[src/design/hps_pkg.sv]
`default_nettype none
package hps_pkg;

   localparam int DEFAULT_MAX_STEPS = 16;
   localparam int STEP_BURST = 16;
   localparam int BURST_W = $clog2(STEP_BURST + 1);

   localparam int CSR_INDEX_W = 1;
   localparam int CSR_DATA_W = 16;
   localparam logic [CSR_INDEX_W-1:0] CSR_CHANNEL_ENABLE = 1'b0;
   localparam logic [CSR_INDEX_W-1:0] CSR_MAX_RUN_MS = 1'b1;
   localparam logic [15:0] MAX_RUN_MS_RESET = 16'd5000;

   typedef enum logic [1:0] {
      MODE_TICK  = 2'd0,
      MODE_LOAD  = 2'd1,
      MODE_STOP  = 2'd2,
      MODE_FAULT = 2'd3
   } mode_type;

   typedef struct packed {
      mode_type           mode;
      logic [31:0]        now_ms;
      logic [7:0]         step_hz;
      logic signed [15:0] step_ms;
      logic [7:0]         priority_req;
      logic               last_step;
   } req_payload_type;

   typedef struct packed {
      logic [7:0] motor_hz;
      logic       last_result;
   } rsp_payload_type;

   typedef enum logic [2:0] {
      S_IDLE,
      S_DISPATCH,
      S_RUNCHK,
      S_LOOP,
      S_STEP,
      S_HALT,
      S_FLUSH
   } state_type;

   typedef struct packed {
      logic capture;
      logic load;
      logic discard;
      logic fault;
      logic arm_run;
      logic halt;
      logic read;
      logic step;
      logic flush;
   } cmd_type;

   typedef struct packed {
      mode_type mode;
      logic     usable;
      logic     playing;
      logic     loading;
      logic     run_expired;
      logic     step_due;
      logic     burst_left;
      logic     ptr_end;
      logic     emit_ok;
      logic     pend_valid;
   } status_type;

endpackage
`default_nettype wire

[src/design/hps_ctrl.sv]
`default_nettype none
module hps_ctrl (
   input  wire logic               clock,
   input  wire logic               reset,
   input  wire logic               req_valid,
   output logic                    req_stall,
   input  wire hps_pkg::status_type status,
   output hps_pkg::cmd_type        cmd
);
   import hps_pkg::*;

   state_type state_ff;
   state_type state_in;

   always_ff @(posedge clock) begin
      if (reset) begin
         state_ff <= S_IDLE;
      end else begin
         state_ff <= state_in;
      end
   end

   always_comb begin
      state_in = state_ff;
      unique case (state_ff)
         S_IDLE: begin
            if (req_valid) begin
               state_in = S_DISPATCH;
            end
         end
         S_DISPATCH: begin
            unique case (status.mode)
               MODE_LOAD:  state_in = S_IDLE;
               MODE_STOP:  state_in = S_HALT;
               MODE_FAULT: state_in = S_FLUSH;
               MODE_TICK: begin
                  if (status.usable && status.playing && !status.loading) begin
                     state_in = S_RUNCHK;
                  end else begin
                     state_in = S_IDLE;
                  end
               end
               default: state_in = S_IDLE;
            endcase
         end
         S_RUNCHK: begin
            state_in = status.run_expired ? S_HALT : S_LOOP;
         end
         S_LOOP: begin
            if (status.step_due && status.burst_left) begin
               state_in = status.ptr_end ? S_HALT : S_STEP;
            end else begin
               state_in = S_FLUSH;
            end
         end
         S_STEP: begin
            if (status.emit_ok) begin
               state_in = S_LOOP;
            end
         end
         S_HALT: begin
            if (status.emit_ok) begin
               state_in = S_FLUSH;
            end
         end
         S_FLUSH: begin
            if (!status.pend_valid || status.emit_ok) begin
               state_in = S_IDLE;
            end
         end
         default: state_in = S_IDLE;
      endcase
   end

   always_comb begin
      cmd = '0;
      req_stall = 1'b1;
      unique case (state_ff)
         S_IDLE: begin
            req_stall = 1'b0;
            cmd.capture = req_valid;
         end
         S_DISPATCH: begin
            unique case (status.mode)
               MODE_LOAD:  cmd.load = status.usable;
               MODE_STOP:  cmd.discard = 1'b1;
               MODE_FAULT: cmd.fault = 1'b1;
               MODE_TICK:  cmd.arm_run = status.usable && status.playing && !status.loading;
               default:    cmd = '0;
            endcase
         end
         S_RUNCHK: begin
            cmd = '0;
         end
         S_LOOP: begin
            cmd.read = status.step_due && status.burst_left && !status.ptr_end;
         end
         S_STEP: begin
            cmd.step = status.emit_ok;
         end
         S_HALT: begin
            cmd.halt = status.emit_ok;
         end
         S_FLUSH: begin
            cmd.flush = status.pend_valid && status.emit_ok;
         end
         default: cmd = '0;
      endcase
   end

endmodule
`default_nettype wire

[src/design/hps_datapath.sv]
`default_nettype none
module hps_datapath #(
   parameter int MAX_STEPS = hps_pkg::DEFAULT_MAX_STEPS
) (
   input  wire logic                           clock,
   input  wire logic                           reset,
   input  wire hps_pkg::req_payload_type       req_payload,
   input  wire logic                           rsp_stall,
   output logic                                rsp_valid,
   output hps_pkg::rsp_payload_type            rsp_payload,
   input  wire logic                           csr_wr_en,
   input  wire logic [hps_pkg::CSR_INDEX_W-1:0] csr_index,
   input  wire logic [hps_pkg::CSR_DATA_W-1:0]  csr_wdata,
   input  wire hps_pkg::cmd_type               cmd,
   output hps_pkg::status_type                 status
);
   import hps_pkg::*;

   localparam int AW = (MAX_STEPS > 1) ? $clog2(MAX_STEPS) : 1;
   localparam int CW = $clog2(MAX_STEPS + 1);
   localparam logic [CW-1:0] MAX_COUNT = CW'(MAX_STEPS);

   logic [7:0]  hz_mem  [MAX_STEPS];
   logic [15:0] dur_mem [MAX_STEPS];

   req_payload_type item_ff, item_in;
   logic            en_ff, en_in;
   logic [15:0]     max_run_ff, max_run_in;
   logic [CW-1:0]   total_ff, total_in;
   logic [CW-1:0]   ptr_ff, ptr_in;
   logic            playing_ff, playing_in;
   logic            loading_ff, loading_in;
   logic            rejected_ff, rejected_in;
   logic            fault_ff, fault_in;
   logic [7:0]      present_ff, present_in;
   logic [7:0]      prio_ff, prio_in;
   logic [31:0]     sdl_ff, sdl_in;
   logic [31:0]     rdl_ff, rdl_in;
   logic [BURST_W-1:0] starts_ff, starts_in;
   logic [7:0]      rd_hz_ff;
   logic [15:0]     rd_dur_ff;
   logic            pend_valid_ff, pend_valid_in;
   logic [7:0]      pend_hz_ff, pend_hz_in;
   logic            rsp_valid_ff, rsp_valid_in;
   rsp_payload_type rsp_data_ff, rsp_data_in;

   logic            mem_we;
   logic [AW-1:0]   mem_waddr;
   logic            out_free;
   logic            usable;

   assign usable   = en_ff && !fault_ff;
   assign out_free = !rsp_valid_ff || !rsp_stall;

   always_comb begin
      logic          emit_req;
      logic [7:0]    emit_hz;
      logic          rej;
      logic [CW-1:0] tot;
      logic [15:0]   len;
      logic [31:0]   base;

      emit_req = 1'b0;
      emit_hz  = 8'd0;
      rej      = rejected_ff;
      tot      = total_ff;
      len      = 16'd0;
      base     = 32'd0;

      item_in       = item_ff;
      en_in         = en_ff;
      max_run_in    = max_run_ff;
      total_in      = total_ff;
      ptr_in        = ptr_ff;
      playing_in    = playing_ff;
      loading_in    = loading_ff;
      rejected_in   = rejected_ff;
      fault_in      = fault_ff;
      present_in    = present_ff;
      prio_in       = prio_ff;
      sdl_in        = sdl_ff;
      rdl_in        = rdl_ff;
      starts_in     = starts_ff;
      pend_valid_in = pend_valid_ff;
      pend_hz_in    = pend_hz_ff;
      rsp_valid_in  = rsp_valid_ff && rsp_stall;
      rsp_data_in   = rsp_data_ff;
      mem_we        = 1'b0;
      mem_waddr     = '0;

      if (csr_wr_en) begin
         unique case (csr_index)
            CSR_CHANNEL_ENABLE: en_in = csr_wdata[0];
            CSR_MAX_RUN_MS:     max_run_in = csr_wdata;
            default:            en_in = en_ff;
         endcase
      end

      if (cmd.capture) begin
         item_in = req_payload;
      end

      if (cmd.load) begin
         if (!loading_ff) begin
            if (playing_ff && (item_ff.priority_req < prio_ff)) begin
               rej = 1'b1;
            end else begin
               rej        = 1'b0;
               tot        = '0;
               ptr_in     = '0;
               sdl_in     = 32'd0;
               rdl_in     = 32'd0;
               prio_in    = item_ff.priority_req;
               playing_in = 1'b1;
            end
         end
         total_in = tot;
         if (!rej && (tot < MAX_COUNT)) begin
            mem_we    = 1'b1;
            mem_waddr = tot[AW-1:0];
            total_in  = tot + CW'(1);
         end
         rejected_in = rej;
         loading_in  = !item_ff.last_step;
      end

      if (cmd.discard && loading_ff) begin
         rejected_in = 1'b1;
      end

      // Halt and fault both drop the running pattern.
      if (cmd.halt || cmd.fault) begin
         if (cmd.fault || (en_ff && (present_ff != 8'd0))) begin
            emit_req = 1'b1;
            emit_hz  = 8'd0;
         end
         present_in = 8'd0;
         playing_in = 1'b0;
         total_in   = '0;
         ptr_in     = '0;
         sdl_in     = 32'd0;
         rdl_in     = 32'd0;
         prio_in    = 8'd0;
      end

      if (cmd.fault) begin
         fault_in = 1'b1;
         if (loading_ff) begin
            rejected_in = 1'b1;
         end
      end

      if (cmd.arm_run) begin
         starts_in = '0;
         if (rdl_ff == 32'd0) begin
            rdl_in = item_ff.now_ms + {16'd0, max_run_ff};
         end
      end

      if (cmd.step) begin
         if (rd_hz_ff != present_ff) begin
            present_in = rd_hz_ff;
            emit_req   = 1'b1;
            emit_hz    = rd_hz_ff;
         end
         len       = rd_dur_ff[15] ? 16'd0 : rd_dur_ff;
         base      = (sdl_ff == 32'd0) ? item_ff.now_ms : sdl_ff;
         sdl_in    = base + {16'd0, len};
         ptr_in    = ptr_ff + CW'(1);
         starts_in = starts_ff + BURST_W'(1);
      end

      // A new command pushes the held one out; the held one is last only at flush.
      if (emit_req) begin
         if (pend_valid_ff) begin
            rsp_valid_in            = 1'b1;
            rsp_data_in.motor_hz    = pend_hz_ff;
            rsp_data_in.last_result = 1'b0;
         end
         pend_valid_in = 1'b1;
         pend_hz_in    = emit_hz;
      end

      if (cmd.flush) begin
         rsp_valid_in            = 1'b1;
         rsp_data_in.motor_hz    = pend_hz_ff;
         rsp_data_in.last_result = 1'b1;
         pend_valid_in           = 1'b0;
      end
   end

   always_ff @(posedge clock) begin
      if (mem_we) begin
         hz_mem[mem_waddr]  <= item_ff.step_hz;
         dur_mem[mem_waddr] <= item_ff.step_ms;
      end
      if (cmd.read) begin
         rd_hz_ff  <= hz_mem[ptr_ff[AW-1:0]];
         rd_dur_ff <= dur_mem[ptr_ff[AW-1:0]];
      end
   end

   always_ff @(posedge clock) begin
      item_ff     <= item_in;
      pend_hz_ff  <= pend_hz_in;
      rsp_data_ff <= rsp_data_in;
      if (reset) begin
         en_ff         <= 1'b0;
         max_run_ff    <= MAX_RUN_MS_RESET;
         total_ff      <= '0;
         ptr_ff        <= '0;
         playing_ff    <= 1'b0;
         loading_ff    <= 1'b0;
         rejected_ff   <= 1'b0;
         fault_ff      <= 1'b0;
         present_ff    <= 8'd0;
         prio_ff       <= 8'd0;
         sdl_ff        <= 32'd0;
         rdl_ff        <= 32'd0;
         starts_ff     <= '0;
         pend_valid_ff <= 1'b0;
         rsp_valid_ff  <= 1'b0;
      end else begin
         en_ff         <= en_in;
         max_run_ff    <= max_run_in;
         total_ff      <= total_in;
         ptr_ff        <= ptr_in;
         playing_ff    <= playing_in;
         loading_ff    <= loading_in;
         rejected_ff   <= rejected_in;
         fault_ff      <= fault_in;
         present_ff    <= present_in;
         prio_ff       <= prio_in;
         sdl_ff        <= sdl_in;
         rdl_ff        <= rdl_in;
         starts_ff     <= starts_in;
         pend_valid_ff <= pend_valid_in;
         rsp_valid_ff  <= rsp_valid_in;
      end
   end

   assign rsp_valid   = rsp_valid_ff;
   assign rsp_payload = rsp_data_ff;

   always_comb begin
      status             = '0;
      status.mode        = item_ff.mode;
      status.usable      = usable;
      status.playing     = playing_ff;
      status.loading     = loading_ff;
      status.run_expired = item_ff.now_ms >= rdl_ff;
      status.step_due    = item_ff.now_ms >= sdl_ff;
      status.burst_left  = starts_ff < BURST_W'(STEP_BURST);
      status.ptr_end     = ptr_ff >= total_ff;
      status.emit_ok     = !pend_valid_ff || out_free;
      status.pend_valid  = pend_valid_ff;
   end

endmodule
`default_nettype wire

[src/design/haptic_pattern_sequencer.sv]
// Channel  Direction  Handshake            Payload
// req      in         req_valid/req_stall  mode, now_ms, step_hz, step_ms, priority_req, last_step
// rsp      out        rsp_valid/rsp_stall  motor_hz, last_result
// csr      in         csr_wr_en            csr_index, csr_wdata
//
// One item at a time. A load or an ignored tick passes through dispatch only, a fault also
// through flush and a stop through halt and flush. A tick that plays passes a run check, then
// a step store read and an update per step started, halt if it ends the pattern, and flush;
// waits come on top whenever the result register is stalled. Reset is synchronous; the step
// store is not cleared, only entries written by a load are read. Each result command is held
// until the next one or the end of the item, so that the final one of an item can be marked.
`default_nettype none
module haptic_pattern_sequencer #(
   parameter int MAX_STEPS = hps_pkg::DEFAULT_MAX_STEPS
) (
   input  wire logic                            clock,
   input  wire logic                            reset,
   input  wire logic                            req_valid,
   output logic                                 req_stall,
   input  wire hps_pkg::req_payload_type        req_payload,
   output logic                                 rsp_valid,
   input  wire logic                            rsp_stall,
   output hps_pkg::rsp_payload_type             rsp_payload,
   input  wire logic                            csr_wr_en,
   input  wire logic [hps_pkg::CSR_INDEX_W-1:0] csr_index,
   input  wire logic [hps_pkg::CSR_DATA_W-1:0]  csr_wdata
);
   import hps_pkg::*;

   cmd_type    cmd;
   status_type status;

   hps_ctrl u_ctrl (
      .clock     (clock),
      .reset     (reset),
      .req_valid (req_valid),
      .req_stall (req_stall),
      .status    (status),
      .cmd       (cmd)
   );

   hps_datapath #(
      .MAX_STEPS (MAX_STEPS)
   ) u_datapath (
      .clock       (clock),
      .reset       (reset),
      .req_payload (req_payload),
      .rsp_stall   (rsp_stall),
      .rsp_valid   (rsp_valid),
      .rsp_payload (rsp_payload),
      .csr_wr_en   (csr_wr_en),
      .csr_index   (csr_index),
      .csr_wdata   (csr_wdata),
      .cmd         (cmd),
      .status      (status)
   );

   a_busy_after_accept: assert property (@(posedge clock) disable iff (reset)
      (req_valid && !req_stall) |=> req_stall)
      else $error("item accepted while the previous one is still in work");

   a_flush_needs_room: assert property (@(posedge clock) disable iff (reset)
      cmd.flush |-> (status.pend_valid && status.emit_ok))
      else $error("final command flushed without a held command or free output");

   a_step_needs_room: assert property (@(posedge clock) disable iff (reset)
      (cmd.step || cmd.halt) |-> status.emit_ok)
      else $error("command issued while a held command cannot move out");

   a_single_cmd: assert property (@(posedge clock) disable iff (reset)
      $onehot0({cmd.capture, cmd.load, cmd.discard, cmd.fault, cmd.arm_run,
                cmd.halt, cmd.read, cmd.step, cmd.flush}))
      else $error("more than one datapath command in one cycle");

endmodule
`default_nettype wire

[config.mk]
export PLATFORM = sky130hd
export DESIGN_NAME = haptic_pattern_sequencer
export DESIGN_NICKNAME = d
export VERILOG_FILES = /design/src/design/hps_pkg.sv /design/src/design/hps_ctrl.sv /design/src/design/hps_datapath.sv /design/src/design/haptic_pattern_sequencer.sv
export SDC_FILE = /design/constraint.sdc
export NUM_CORES = 1
export LEC_CHECK = 0
export BUFFER_PORTS_ARGS = -buffer_cell sky130_fd_sc_hd__buf_2
export CAP_MARGIN = 20
export CORE_ASPECT_RATIO = 0.7
export CORE_MARGIN = 5
export CORE_UTILIZATION = 54
export CTS_CLUSTER_SIZE = 24
export DETAILED_ROUTE_END_ITERATION = 10
export GPL_ROUTABILITY_DRIVEN = 0
export MAX_ROUTING_LAYER = met4
export PLACE_DENSITY_LB_ADDON = 0.2
export SYNTH_ARGS = -nofsm -noshare
export SYNTH_HDL_FRONTEND = slang
export SYNTH_SLANG_ARGS = --single-unit
[constraint.sdc]
create_clock -name clock -period 5.54 [get_ports clock]
set_input_delay 0.554 -clock clock [delete_from_list [all_inputs] [get_ports clock]]
set_output_delay 0.554 -clock clock [all_outputs]
set_load 0.01 [all_outputs]
==> results of run 1 <==
[metrics by stage]
step / hold slack, ns / std cells
after floorplan: 0.4061 / 1886
after global routing: 0.09368 / 2721
after global placement: 0.4417 / 2614
after detailed placement: 0.4566 / 2616
after CTS: 0.08831 / 2720
final: 0.1087 / 2721
[cell type report]
cell class / count / area (um2)
Sequential cell: 613 / 17200
Inverter: 97 / 364.1
Clock inverter: 43 / 514.2
Tap cell: 665 / 832.0
Fill cell: 3662 / 18940
Multi-Input combinational cell: 1105 / 9275
Timing Repair Buffer: 137 / 798.3
Clock buffer: 61 / 1430
[path summary, 6_finish.rpt]
kind,startpoint,to,slack (ns),cells past startpoint
worst max-delay path,u_datapath.sdl_ff[0],u_datapath.sdl_ff[30],0.98,16
worst min-delay path,req_payload[36],u_datapath.item_ff[36],0.11,1
worst max register to register,u_datapath.sdl_ff[0],u_datapath.sdl_ff[30],0.98,16
worst min register to register,u_datapath.max_run_ff[13],u_datapath.max_run_ff[13],0.47,2
[state kept, by name (all words and copies together), names as in the netlist, 9 cells and up]
name / flops
u_datapath.dur_mem: 256
u_datapath.hz_mem: 128
u_datapath.item_ff: 65
u_datapath.max_run_ff: 16
u_datapath.rd_dur_ff: 16
u_datapath.rdl_ff: 32
u_datapath.rsp_payload: 9
u_datapath.sdl_ff: 32
[Yosys cell counts (21+ instances only)]
master      n  area share (%)
nand2_1   154             2.1
nor2b_1    24            0.56
clkbuf_1   50            0.70
mux4_2    120              10
xor2_1     24            0.78
nor4_1     25            0.58
inv_1      97             1.3
dfxtp_1   122             9.0
xnor2_1    21            0.68
ha_1      111             5.1
a21o_1     40             1.1
nor3_1     24            0.44
a31oi_1    22            0.51
and2_1     26            0.60
edfxtp_1  491              55
nor2_1    101             1.4
a21oi_1    91             1.7
nand4_1    29            0.67
nand3_1    37            0.69
o21ai_0    58             1.1
[worst reg2reg max path, delay by kind of cell (launching register included)]
family / cells / cell delay [ns]
and+or+nand+nor: 5 / 1.32
buffers and inverters: 2 / 0.44
DFF: 1 / 0.35
muxes: 1 / 0.32
AOI/OAI and AO/OA: 6 / 1.65
adders and majority gates: 2 / 0.41
[power by group]
group	leakage (nW)	switching, mW	internal [mW]
registers	5.46	0.167	5.10
logic	3.90	0.866	0.571
clock network	0.931	1.74	2.30
[cells in the final DEF, fill, tap and decap left out, drive strengths merged, types with 24 or more instances in the layout]
cell	count
a21o	40
nor2b	24
nand4	29
o21ai	59
nor4	25
nand2	154
a21oi	91
ha	111
inv	98
nand3	38
buf	137
nor3	24
xor2	24
clkbuf	61
nor2	101
dfxtp	122
clkinv	25
and2	27
mux4	120
edfxtp	491
[routing by layer]
| layer | GRT usage [%] | share of wire (%) | vias to the layer above |
|---|---|---|---|
| li1 | - | - | 7521 |
| met1 | 35.55 | 45 | 8359 |
| met2 | 34.33 | 44 | 731 |
| met3 | 5.482 | 9.7 | 77 |
| met4 | 4.047 | 1.4 | 0 |
| met5 | - | 0 | - |
[kinds of logic (layout without fill, tap and decap cells)]
kind of cell / count (synthesis) / after routing / share of synthesized area [%]
DFF: 613 / 613 / 63.65
and+or+nand+nor: 490 / 490 / 8.938
AOI/OAI and AO/OA: 321 / 321 / 7.655
buffers and inverters: 168 / 338 / 2.382
muxes: 136 / 136 / 10.63
adders and majority gates: 113 / 113 / 5.292
xor gates and xnor gates: 45 / 45 / 1.460
==> summary.json, run 1 <==
{
  "outcome": "complete, no violations",
  "cts-buffers-inserted": 56,
  "port-buffer-count": 99,
  "firstDrtPassIters": 5,
  "grtUsageTotal_pct": 23.75,
  "cts_repair_resize_count": 0,
  "cts_sinks": 613,
  "worst_path_fanout_max": 20,
  "setup.worst_path.start_class": "flop",
  "grt_pass1_vias": 16410,
  "first_pass_grt_wire_length_um": 97400,
  "timing_max_transition_violations_final": 0,
  "worst-setup-path-type": "flop to flop",
  "maxClockFrequency_ghz": 0.2194,
  "path_cells": "nor4_1 -> and4_1 -> buf_4 -> and2_1 -> buf_4 -> a21o_1 -> ha_1 -> fa_1 -> a211oi_1 -> o21bai_1 -> nand3_1 -> a311o_1 -> a211oi_4 -> nand3_2 -> mux2_4 -> o22ai_1",
  "netlist-cell-type-count": 70,
  "pre_cts_slack_ns": 1.154,
  "cp_num_buf_inv": 2,
  "report.final.setup_viol": 0,
  "tritoncts_clock_tree": "built",
  "fin_crit_sh_pct": 82.28,
  "fp.dieW_um": 277.3,
  "grt_max_degree": 101,
  "cts_hold_buffers": 0,
  "fp.coreArea_um2": 49350,
  "rows": 68,
  "antenna_violations_before_repair": 0,
  "avgSynthCellArea_um2": 14.32,
  "number_of_register_bits_inferred_by_synthesis": 613,
  "die-height_um": 197.1,
  "clockBufferDepth": 3,
  "max_cap_violations": 0,
  "finalWorstSetupSlack_ns": 0.9819,
  "total_leakage_power_nw": 10.30,
  "critical-path-max-stage-delay_ns": 0.55,
  "floorplan.io_pins": 100,
  "postLayoutCoreUtil_pct": 61.62,
  "postSynth.asyncResetShare_pct": 0,
  "placed_area_um2": 28450,
  "power_density_nw_per_um2": 353.6,
  "synth_enable_flop_cells": 491,
  "drive_gt1_share_pct": 18.77,
  "detailed_route_wire_length_per_cell_um": 23.59,
  "unrepaired_setup_endpoints_after_global_routing": "no",
  "end_kind": "flop",
  "timing.critical_path.required_ns": 6.07,
  "critical_path_arrival_ns": 5.09,
  "antenna_cells_inserted": 0,
  "power_mw": 10.75,
  "route.antenna.remaining_nets": 0,
  "timing_hold_violations_final": 0,
  "num-nets-final": 2212,
  "power.ir.vdd_worst_uv": 252.3,
  "min-delay-path-class": "input pin to flop",
  "slowest_stage": "nor4_1",
  "synthFlopType": "edfxtp_1",
  "layout_min_cycle_time_ns": 4.558,
  "drt-initial-drc-count": 1790,
  "place_hpwl_um": 40800,
  "synthesis.area_um2": 27000,
  "global_route.overflow_total": 0,
  "final_cell_area_um2": 30410,
  "timing.clock.skew_ns": 0.02939,
  "cpLargestDelayFamily": "compound AO/OA/AOI/OAI gates",
  "starting_density_pct": 54.72,
  "max_slew_margin_pct": 23.35,
  "yosys_warnings": 0,
  "post_cts.repair.setup_buffers": 0,
  "dieArea_um2": 54650,
  "synth.net_count": 2088,
  "cts_htree_levels": 2,
  "viasPerCell": 6.133,
  "vias": 16690,
  "route.final.wire_length_um": 64200,
  "syn-instance-count": 1886,
  "cts_root_buf": "clkbuf_16",
  "critical_path.most_common_cell": "buf_4",
  "drt_drc_violations_left": 0,
  "clock_latency_ns": 0.61,
  "synth_seq_area_share_pct": 63.65,
  "area_delta_synth_final_pct": 12.62,
  "max_slew.worst_pin.slew_ns": 1.140,
  "fin_tns_setup_ns": 0,
  "clkTransAtPathRegs_ns": 0.07
}
No activity file was read; power rests on OpenSTA's default activity.
==> run 2, diff against run 1 <==
clock period = 4.75 ns   (was 5.54 ns; I/O delays follow)
==> run 2 against run 1 <==
  * Clock-buffer cell count is 5 higher
  * Combinational power is 17% higher
  * Sequential power is 17% higher
  * Non-clock buffer count is 4 higher
  * Final cell count is 0.26% higher
  * Largest power group unchanged
  * Highest routed layer unchanged
  * Power is 15% higher
  * Clock power is 12% higher
==> summary.json, run 2 (same netlist as run 1, synthesis figures left out) <==
{
  "outcome": "complete, no violations",
  "tritoncts_clock_tree": "built",
  "timing.critical_path.required_ns": 5.28,
  "fp.dieW_um": 277.3,
  "largest-register": "u_datapath.dur_mem",
  "top_layer": "met4",
  "multiInputGateArea_um2": 9304,
  "reg.largest.list": "u_datapath.dur_mem (256), u_datapath.hz_mem (128), u_datapath.item_ff (65)",
  "setup.worst_path.start_class": "flop",
  "max_slew_margin_pct": 25.43,
  "cp_num_buf_inv": 2,
  "port-buffer-count": 99,
  "cts_htree_levels": 2,
  "power.ir.vdd_worst_uv": 309.0,
  "final_cells": 2728,
  "maxClockFrequency_ghz": 0.2434,
  "critical-path-max-stage-delay_ns": 0.56,
  "route.antenna.remaining_nets": 0,
  "antenna_violations_before_repair": 0,
  "detailed_route_wire_length_per_cell_um": 23.11,
  "worst-setup-path-type": "flop to flop",
  "grtUsageTotal_pct": 23.43,
  "largest_register_ffs": 256,
  "fillCellCount": 3744,
  "layout_min_cycle_time_ns": 4.109,
  "timing_hold_violations_final": 0,
  "min-delay-path-class": "input pin to flop",
  "detail_route.wirelength.met1_um": 28930,
  "fin_crit_sh_pct": 86.50,
  "cts_root_buf": "clkbuf_16",
  "place_hpwl_um": 40780,
  "path_cells": "nor4_1 -> and4_1 -> and2_1 -> buf_4 -> nand2_1 -> nand2_1 -> ha_1 -> o21ai_0 -> o21bai_1 -> nand3_1 -> a311o_1 -> a211oi_4 -> buf_4 -> nand3_2 -> mux2_4 -> o22ai_1",
  "grt_max_degree": 74,
  "area_delta_synth_final_pct": 12.63,
  "global_route.overflow_total": 0,
  "clkTransAtPathRegs_ns": 0.07,
  "cts_repair_resize_count": 0,
  "leading_cell_type_in_the_layout_fill_and_taps_excluded": "edfxtp_1",
  "vias": 16670,
  "unrepaired_setup_endpoints_after_global_routing": "no",
  "dieArea_um2": 54650,
  "power_density_nw_per_um2": 406.6,
  "critical_path_arrival_ns": 4.64,
  "worst_path_fanout_max": 10,
  "rows": 68,
  "cts_hold_buffers": 0,
  "drt_drc_violations_left": 0,
  "grt_pass1_vias": 16200,
  "finalWorstSetupSlack_ns": 0.6414,
  "cts_sinks": 613,
  "first_pass_grt_wire_length_um": 96670,
  "fin_tns_setup_ns": 0,
  "cts-buffers-inserted": 57,
  "end_kind": "flop",
  "starting_density_pct": 54.72,
  "dr_wl_met3_um": 6391,
  "report.final.setup_viol": 0,
  "cpLargestDelayFamily": "simple AND/OR/NAND/NOR gates",
  "clockBufferDepth": 3,
  "floorplan.io_pins": 100,
  "viasPerCell": 6.112,
  "timing.clock.skew_ns": 0.01959,
  "drive_gt1_share_pct": 18.76,
  "die-height_um": 197.1,
  "slowest_stage": "nor4_1",
  "seqCellArea_um2": 17200,
  "route.final.wire_length_um": 63030,
  "fp.coreArea_um2": 49350,
  "pre_cts_slack_ns": 0.7217,
  "firstDrtPassIters": 6,
  "max_cap_violations": 0,
  "post_cts.repair.setup_buffers": 0,
  "drt-initial-drc-count": 1864,
  "timing_max_transition_violations_final": 0,
  "mostFrequentLayoutCells": "edfxtp_1 (491), nand2_1 (154), mux4_2 (120), dfxtp_1 (119), ha_1 (111)",
  "met2RoutedLength_um": 26440,
  "num-nets-final": 2217,
  "total_leakage_power_nw": 10.31,
  "placed_cells_incl_taps": 2619,
  "clock_latency_ns": 0.61,
  "antenna_cells_inserted": 0,
  "max_slew.worst_pin.slew_ns": 1.114
}
==> run 2: changes by cell type in the layout (fill, tap and decap cells not counted), moves of 3 or more <==
cell and change:
clkinvlp_4 -5, clkinv_2 +3, clkinv_4 +3, clkbuf_1 +5
bufinv_16 -4
==> run 2: metal layers <==
layer / global-route usage [%] / vias up
met2: 32.06 / 698
li1: - / 7535
met4: 4.930 / 0
met3: 6.144 / 100
met5: - / -
met1: 35.77 / 8340
==> run 2: final timing paths <==
check / from / to / slack, ns / cells after the start
hold / removal: req_payload[17] / u_datapath.item_ff[17] / 0.04 / 1
hold reg to reg: u_datapath.max_run_ff[13] / u_datapath.max_run_ff[13] / 0.47 / 2
setup reg to reg: u_datapath.sdl_ff[0] / u_datapath.sdl_ff[30] / 0.64 / 16
setup / recovery: u_datapath.sdl_ff[0] / u_datapath.sdl_ff[30] / 0.64 / 16
==> run 2: final cells by class <==
type / count / area share [%]
clock buffers: 66 / 4.801
clock inverters: 41 / 1.325
inverters: 97 / 1.197
multi-input cells: 1105 / 30.59
flip-flops and latches: 613 / 56.54
well taps: 665 / 2.736
repair buffers: 141 / 2.806
==> run 2: power by group <==
group | switching [mW] | total [mW] | leakage, nW | internal [mW]
combinational | 1.01 | 1.68 | 3.93 | 0.673
clock | 2.02 | 4.52 | 0.913 | 2.50
sequential | 0.210 | 6.16 | 5.46 | 5.95
==> run 2: through the flow <==
| stage | power [mW] | util [%] | hold slack [ns] | cell area (um2) |
|---|---|---|---|---|
| CTS | 12.42 | 61.58 | 0.001146 | 30390 |
| global placement | 7.846 | 57.76 | 0.4412 | 28500 |
| global route | 12.87 | 61.63 | 0.01029 | 30410 |
| detailed placement | 7.904 | 57.80 | 0.4581 | 28520 |
| finish | 12.37 | 61.63 | 0.03639 | 30410 |
| floorplan | 7.393 | - | 0.4061 | 27010 |
==> run 3, diff against run 2 <==
==> constraint.sdc (replaced) <==
create_clock -name clock -period 4.75 [get_ports clock]
set_input_delay 0.2375 -clock clock [delete_from_list [all_inputs] [get_ports clock]]
set_output_delay 0.2375 -clock clock [all_outputs]
set_load 0.01 [all_outputs]
==> run 3 against run 2 <==
  * Flip-flop and latch count is the same
  * Global-route usage grew 0.42 points
  * Hold slack gained 0.082 ns
  * First-iteration DRC count grew 5.3%
  * Fmax shrank 0.82%
  * Sequential power is essentially flat
==> summary.json, run 3 (same netlist as run 1, synthesis figures left out) <==
{
  "vias": 17100,
  "reg.largest.list": "u_datapath.dur_mem (256), u_datapath.hz_mem (128), u_datapath.item_ff (65)",
  "worst_hold_slack_ns": 0.1184,
  "finalWorstSetupSlack_ns": 0.6075,
  "port-buffer-count": 99,
  "detailed_route_wire_length_per_cell_um": 22.75,
  "p_clk_share_pct": 36.4,
  "route.final.wire_length_um": 64050,
  "placed_area_um2": 28520,
  "power_mw": 12.43,
  "fp.coreArea_um2": 49350,
  "leading_cell_type_in_the_layout_fill_and_taps_excluded": "edfxtp_1",
  "fp.dieW_um": 277.3,
  "unrepaired_setup_endpoints_after_global_routing": "no",
  "worst_path_fanout_max": 10,
  "die-height_um": 197.1,
  "global_route.overflow_total": 0,
  "timing.critical_path.required_ns": 5.28,
  "end_kind": "flop",
  "clockBufferDepth": 3,
  "power.ir.vdd_worst_uv": 307.1,
  "viasPerCell": 6.076,
  "cts-buffers-inserted": 57,
  "power_density_nw_per_um2": 397.3,
  "layout_min_cycle_time_ns": 4.143,
  "grt_max_degree": 74,
  "route.antenna.remaining_nets": 0,
  "final_cells": 2815,
  "timing.clock.skew_ns": 0.02166,
  "cts_htree_levels": 2,
  "largest-register": "u_datapath.dur_mem",
  "outcome": "complete, no violations",
  "critical_path_arrival_ns": 4.68,
  "rows": 68,
  "fin_crit_sh_pct": 87.21,
  "number_of_logic_stages_on_the_critical_path_including_buffering": 16,
  "starting_density_pct": 54.72,
  "mostFrequentLayoutCells": "edfxtp_1 (491), nand2_1 (154), mux4_2 (120), dfxtp_1 (119), ha_1 (111)",
  "timing_max_transition_violations_final": 0,
  "path_cells": "nor4_1 -> and4_1 -> and2_1 -> buf_4 -> nand2_1 -> nand2_1 -> ha_1 -> o21ai_0 -> o21bai_1 -> nand3_1 -> a311o_1 -> a211oi_4 -> buf_4 -> nand3_2 -> mux2_4 -> o22ai_1",
  "slowest_stage": "nor4_1",
  "first_pass_grt_wire_length_um": 98680,
  "power_report.internal_total_mw": 9.174,
  "antenna_violations_before_repair": 0,
  "drive_gt1_share_pct": 18.01,
  "cts_repair_resize_count": 0,
  "place_hpwl_um": 40780,
  "worst-r2r-cell-count": 16,
  "max_slew_margin_pct": 26.27,
  "largest_register_ffs": 256,
  "min-delay-path-class": "input pin to flop",
  "combinationalPowerShare_pct": 14.0,
  "postLayoutCoreUtil_pct": 63.38,
  "post_cts.repair.setup_buffers": 0,
  "max_cap_violations": 0,
  "drt-initial-drc-count": 1962,
  "pre_cts_slack_ns": 0.7217,
  "cp_num_buf_inv": 2,
  "final_cell_area_um2": 31280,
  "max_slew.worst_pin.slew_ns": 1.101,
  "clkTransAtPathRegs_ns": 0.07,
  "drt_drc_violations_left": 0,
  "cts_sinks": 613,
  "tritoncts_clock_tree": "built",
  "critical-path-max-stage-delay_ns": 0.57,
  "floorplan.io_pins": 100,
  "maxClockFrequency_ghz": 0.2414,
  "worst-setup-path-type": "flop to flop",
  "report.final.setup_viol": 0,
  "grtUsageTotal_pct": 23.85,
  "total_leakage_power_nw": 10.67,
  "num-nets-final": 2303,
  "worst_hold_path.num_cells": 4,
  "fin_tns_setup_ns": 0,
  "setup.worst_path.start_class": "flop",
  "area_delta_synth_final_pct": 15.82,
  "clock_latency_ns": 0.61,
  "cpLargestDelayFamily": "simple AND/OR/NAND/NOR gates",
  "net-switching-power_mw": 3.251,
  "placed_cells_incl_taps": 2619,
  "firstDrtPassIters": 5,
  "cts_hold_buffers": 86,
  "power_switching_share_pct": 26.17,
  "timing_hold_violations_final": 0,
  "dieArea_um2": 54650,
  "grt_pass1_vias": 16620,
  "cts_root_buf": "clkbuf_16",
  "power_frac_seq_pct": 49.6
}
## run 3: cell types whose count changed in the layout (fill, tap and decap cells not counted)
cell	change
diode_2	+1
dlygate4sd3_1	+86
## run 3: worst reg2reg max path: cells and delay by family, from the launching register on
kind / cells / cell delay (ns)
mux: 1 / 0.30
compound gates: 5 / 1.29
flops: 1 / 0.34
fa+ha+maj: 1 / 0.20
simple gates: 7 / 1.52
buf+inv: 2 / 0.41
## run 3: layout make-up
class | count | area (um2)
fillers | 3660 | 18070
diodes | 1 | 2.502
clock inverters | 41 | 402.9
repair buffers | 227 | 1714
clock buffers | 66 | 1460
inverters | 97 | 364.1
flip-flops and latches | 613 | 17200
well taps | 665 | 832.0
multi-input cells | 1105 | 9304
## run 3: power groups by stage
stage               sequential [mW]  combinational, mW  clock [mW]
finish                         6.16               1.74        4.52
floorplan                      6.17               1.22           0
global route                   6.18               1.90        4.85
detailed placement             6.27               1.63           0
global placement               6.26               1.58           0
CTS                            6.16               1.70        4.62
## run 3: per-layer routing
layer,wire length [um],global-route usage (%)
met1,29400,36.34
met2,26850,32.76
met3,6436,6.108
met4,1357,5.132
met5,0,-
## run 3: worst paths after layout
check / end / start / slack [ns]
max: u_datapath.sdl_ff[30] / u_datapath.sdl_ff[0] / 0.61
max reg2reg: u_datapath.sdl_ff[30] / u_datapath.sdl_ff[0] / 0.61
min: u_datapath.en_ff / csr_wr_en / 0.12
min reg2reg: u_datapath.max_run_ff[13] / u_datapath.max_run_ff[13] / 0.47
